## src/rtl/core/smm_pkg.sv

```systemverilog
// Shared constants, types and microcode program of the square matrix multiply block.
package smm_pkg;

    localparam int MAX_SIDE = 32;
    localparam int IDX_W    = 5;
    localparam int SIDE_W   = 6;
    localparam int DATA_W   = 32;
    localparam int CNT_W    = $clog2(MAX_SIDE + 1);
    localparam int CMP_W    = (SIDE_W > CNT_W) ? SIDE_W : CNT_W;
    localparam int K_W      = $clog2(MAX_SIDE);
    localparam int CELLS    = MAX_SIDE * MAX_SIDE;
    localparam int ADDR_W   = $clog2(CELLS);

    localparam logic [SIDE_W-1:0] SIDE_RESET = SIDE_W'(32);

    typedef enum logic [1:0] {
        MODE_WRITE_A = 2'd0,
        MODE_WRITE_B = 2'd1,
        MODE_QUERY   = 2'd2
    } mode_t;

    typedef enum logic [2:0] {
        COND_NEVER    = 3'd0,
        COND_NO_QUERY = 3'd1,
        COND_SKIP     = 3'd2,
        COND_MORE     = 3'd3,
        COND_OUT_BUSY = 3'd4
    } cond_t;

    localparam int STEP_W = 3;
    typedef logic [STEP_W-1:0] step_t;

    localparam step_t STEP_FETCH  = 3'd0;
    localparam step_t STEP_QINIT  = 3'd1;
    localparam step_t STEP_QLOOP  = 3'd2;
    localparam step_t STEP_DRAIN1 = 3'd3;
    localparam step_t STEP_DRAIN2 = 3'd4;
    localparam step_t STEP_DONE   = 3'd5;
    localparam step_t STEP_LAST   = STEP_DONE;

    // Datapath controls of one microcode step.
    typedef struct packed {
        logic accept;
        logic clear;
        logic issue;
        logic load_out;
    } ctrl_t;

    // Datapath flags tested by conditional jumps.
    typedef struct packed {
        logic skip;
        logic more;
        logic out_busy;
    } status_t;

    typedef struct packed {
        ctrl_t ctrl;
        cond_t cond;
        step_t target;
    } ucode_t;

    // Control store: jump to target when the condition holds, else advance
    // (the last step wraps to fetch).
    function automatic ucode_t ucode_rom(input step_t step);
        ucode_t word;
        word = '{ctrl: '0, cond: COND_NEVER, target: STEP_FETCH};
        unique case (step)
            STEP_FETCH: begin
                word.ctrl.accept = 1'b1;
                word.cond        = COND_NO_QUERY;
                word.target      = STEP_FETCH;
            end
            STEP_QINIT: begin
                word.ctrl.clear = 1'b1;
                word.cond       = COND_SKIP;
                word.target     = STEP_DONE;
            end
            STEP_QLOOP: begin
                word.ctrl.issue = 1'b1;
                word.cond       = COND_MORE;
                word.target     = STEP_QLOOP;
            end
            STEP_DRAIN1: begin
                word.cond = COND_NEVER;
            end
            STEP_DRAIN2: begin
                word.cond = COND_NEVER;
            end
            STEP_DONE: begin
                word.ctrl.load_out = 1'b1;
                word.cond          = COND_OUT_BUSY;
                word.target        = STEP_DONE;
            end
            default: begin
                word.cond   = COND_NEVER;
                word.target = STEP_FETCH;
            end
        endcase
        return word;
    endfunction

endpackage

```

## src/rtl/core/smm_seq.sv

```systemverilog
// Microcode sequencer: step counter, control store and conditional jumps.
module smm_seq
    import smm_pkg::*;
(
    input  logic        aclk,
    input  logic        aresetn,
    input  logic        s_valid,
    input  logic [1:0]  s_mode,
    input  status_t     status,
    output ctrl_t       ctrl
);

    step_t  pc_reg;
    step_t  pc_next;
    ucode_t word;
    logic   query_taken;
    logic   take;

    assign word        = ucode_rom(pc_reg);
    assign ctrl        = word.ctrl;
    assign query_taken = s_valid && word.ctrl.accept && (s_mode == MODE_QUERY);

    always_comb begin
        unique case (word.cond)
            COND_NEVER:    take = 1'b0;
            COND_NO_QUERY: take = !query_taken;
            COND_SKIP:     take = status.skip;
            COND_MORE:     take = status.more;
            COND_OUT_BUSY: take = status.out_busy;
            default:       take = 1'b0;
        endcase
    end

    always_comb begin
        priority if (take) begin
            pc_next = word.target;
        end else if (pc_reg == STEP_LAST) begin
            pc_next = STEP_FETCH;
        end else begin
            pc_next = pc_reg + step_t'(1);
        end
    end

    always_ff @(posedge aclk) begin
        if (!aresetn) begin
            pc_reg <= STEP_FETCH;
        end else begin
            pc_reg <= pc_next;
        end
    end

endmodule

```

## config.mk

```make
export PLATFORM = sky130hd
export DESIGN_NAME = smm_seq
export DESIGN_NICKNAME = d
export VERILOG_FILES = /design/src/rtl/core/smm_pkg.sv /design/src/rtl/core/smm_seq.sv
export SDC_FILE = /design/constraint.sdc
export NUM_CORES = 1
export LEC_CHECK = 0
export BUFFER_PORTS_ARGS = -buffer_cell sky130_fd_sc_hd__clkbuf_2
export CORE_AREA = 2 2 39 41
export DETAILED_ROUTE_END_ITERATION = 8
export DIE_AREA = 0 0 41 43
export SLEW_MARGIN = 10
export SYNTH_ARGS = -nofsm -noshare
export SYNTH_HDL_FRONTEND = slang
export SYNTH_SLANG_ARGS = --single-unit
```

## constraint.sdc

```tcl
create_clock -name aclk -period 1.1 [get_ports aclk]
set_input_delay 0.22 -clock aclk [delete_from_list [all_inputs] [get_ports aclk]]
set_output_delay 0.22 -clock aclk [all_outputs]
set_load 0.01 [all_outputs]
```

==> results.py <==
metrics = {
    "power_and_ir_drop": {
        "p_leak_nw": 0.175,
        "power_density_nw_per_um2": 1300,
        "worst_vdd_drop_v": 0.000385,
        "p_total_mw": 0.464,
    },
    "run_status": {
        "outcome": "finished with violations",
        "violations": "setup timing",
    },
    "clock_tree": {
        "cts_max_level": 1,
        "cts.hold.buffers_added": 0,
        "tritoncts": "done",
        "clock_sink_count": 3,
        "cts_buffers": 3,
        "worst_setup_hold_path_clk_slew_ns": 0.04,
        "clk-insertion-delay-late_ns": 0.24,
        "cts.root.buffer_cell": "sky130_fd_sc_hd__clkbuf_4",
        "clock_tree.buffer_depth": 2,
    },
    "die": {
        "die_width_um": 41,
        "die_height_um": 43,
        "placeable_core_region_um2": 1380,
        "fp.dieArea_um2": 1760,
        "start_util_pct": 14.6,
        "std_cell_rows": 14,
        "ios": 12,
    },
    "drt": {
        "wl_per_cell_um": 9.59,
        "firstDrtPassIters": 4,
        "via_per_inst": 3.97,
        "route.vias.total": 234,
        "dr.first_iter.drc_count": 3,
        "route.final.wire_length_um": 566,
        "drcViolationCount": 0,
        "ant_nets": 0,
    },
    "final_layout": {
        "final_net_count": 52,
        "antenna_cells": 0,
        "area_growth_pct": 75.9,
        "finish.instance_area_um2": 357,
        "drive_above_1_share_pct": 65.1,
        "largest_register_ff_count": 3,
    },
    "sta": {
        "post-route-period-util_pct": 111,
        "timing.final.crit_period_ns": 1.22,
        "worst_slew_pin_slew_ns": 0.200,
        "final-max-slew-violation-count": 0,
        "setup-violations-final": 4,
        "grt_setup_unrepaired": "yes",
        "finClkSkew_ns": 0.000263,
        "fin_setup_tns_ns": -0.282,
        "timing.max_slew.rel_slack_pct": 86.5,
        "achievable-frequency_mhz": 822,
        "setup_ws_final_ns": -0.117,
        "worst_hold_slack_ns": 0.218,
        "finalHoldViolCount": 0,
    },
    "worst_setup_path": {
        "start_to_end_type_of_the_worst_setup_path": "flop to primary output",
        "data_arrival_time_at_the_worst_slack_endpoint_ns": 1.00,
        "cp_max_fo": 3,
        "required_ns": 0.88,
        "crit_path_end_kind": "primary output",
        "startpoint_type": "flop",
    },
    "job": {
        "max-cap-violations": 0,
    },
    "hold_path": {
        "min-delay-path-class": "primary input to flop",
    },
    "synthesis": {
        "postSynthAreaPerCell_um2": 8.45,
        "synth-edff-count": 0,
        "post_synth_inst_count": 24,
        "synth-seq-area-share_pct": 29.6,
        "ys_dominant_reg_cell": "sky130_fd_sc_hd__dfxtp_1",
        "synth.top_cells.by_count": "3 x sky130_fd_sc_hd__dfxtp_1, 3 x sky130_fd_sc_hd__o21ai_0",
        "post_synth_main_area_contributors": "sky130_fd_sc_hd__dfxtp_1 30%, sky130_fd_sc_hd__buf_6 11%, sky130_fd_sc_hd__o21ai_0 7.4%, sky130_fd_sc_hd__nor2b_1 6.2%, sky130_fd_sc_hd__nor3b_2 6.2%",
        "yosysWarnings": 0,
        "synth_async_sr_flop_share_pct": 0,
        "ys_types": 16,
        "postSynthRegisterBits": 3,
        "post_synthesis_cell_area_um2": 203,
        "netlist.area_leader.share_pct": 29.6,
        "synth_area_leader_cell": "sky130_fd_sc_hd__dfxtp_1",
        "synthesis.nets": 32,
    },
    "global_routing": {
        "global_route.overflow_total": 0,
        "first_global_vias": 230,
        "antenna_found_initial": 0,
        "grt_first_pass_wirelength_um": 897,
        "grt_max_degree": 10,
        "grt.total_usage_pct": 8.72,
    },
    "placement": {
        "placer_s_final_routability_congestion_estimate": 0.806,
        "io_buffer_count": 11,
        "detailedPlace.worstSlack_ns": 0.0493,
        "placed_area_um2": 263,
    },
}
[kinds of logic (layout without fill, tap and decap cells)]
family	count (synthesis)	in the layout	synth area share [%]
multiplexers	1	1	4.94
AO/OA/AOI/OAI	7	7	21.0
AND/OR/NAND/NOR	9	9	29.6
buffers and inverters	4	23	14.8
flip-flops	3	3	29.6
[routing by layer]
metal  track usage (%)  vias to the layer above  routed length (um)
met5                 0                        -                   0
met4              10.0                        0                  13
met3              6.28                        2                  42
met2              10.0                       10                 258
met1              8.95                      101                 252
li1                  -                      121                   -
[through the flow]
stage / utilization (%) / std cells
finish: 25.8 / 59
CTS: 24.7 / 59
global route: 25.8 / 59
global placement: 19.0 / 50
floorplan: - / 24
detailed placement: 19.0 / 50
[area by class of cell]
| class | instances | area (um2) |
|---|---|---|
| well taps | 16 | 20.0 |
| inverters | 2 | 7.51 |
| clock buffers | 4 | 26.3 |
| multi-input cells | 17 | 124 |
| flip-flops and latches | 3 | 68.8 |
| fillers | 158 | 1030 |
| repair buffers | 17 | 110 |
[report_power, final]
| part | switching, mW | internal, mW | total, mW |
|---|---|---|---|
| combinational | 0.0486 | 0.0718 | 0.120 |
| clock | 0.0635 | 0.136 | 0.200 |
| sequential | 0.0209 | 0.123 | 0.144 |
[worst paths after layout]
path | from | to | slack [ns] | cells after the start
max | pc_reg[1]$_SDFF_PN0_ | ctrl[2] | -0.12 | 3
min | aresetn | pc_reg[1]$_SDFF_PN0_ | 0.22 | 2
max reg2reg | pc_reg[1]$_SDFF_PN0_ | pc_reg[0]$_SDFF_PN0_ | 0.04 | 4
min reg2reg | pc_reg[0]$_SDFF_PN0_ | pc_reg[2]$_SDFF_PN0_ | 0.55 | 2
[worst max-delay path, cell delays in order (launching register included)]
cell                      delay [ns]
sky130_fd_sc_hd__dfxtp_2        0.33
sky130_fd_sc_hd__buf_6          0.12
sky130_fd_sc_hd__nor3b_2        0.16
sky130_fd_sc_hd__buf_2          0.15
[placed cells by master (no fill, tap or decap), types with 2 or more instances in the layout]
cell,count
sky130_fd_sc_hd__buf_4,5
sky130_fd_sc_hd__buf_2,3
sky130_fd_sc_hd__nor2b_1,2
sky130_fd_sc_hd__buf_6,2
sky130_fd_sc_hd__clkbuf_2,7
sky130_fd_sc_hd__o21ai_0,3
sky130_fd_sc_hd__dfxtp_4,2
sky130_fd_sc_hd__clkbuf_4,3
[timing repair]
action                                 CTS  global route
endpoints found under the hold margin    0             0
pin swaps                                2             2
resized for setup                        6             8
buffers inserted                         5             0
setup endpoints to repair                4             5
Note: power is estimated with default switching activity, not from simulation.
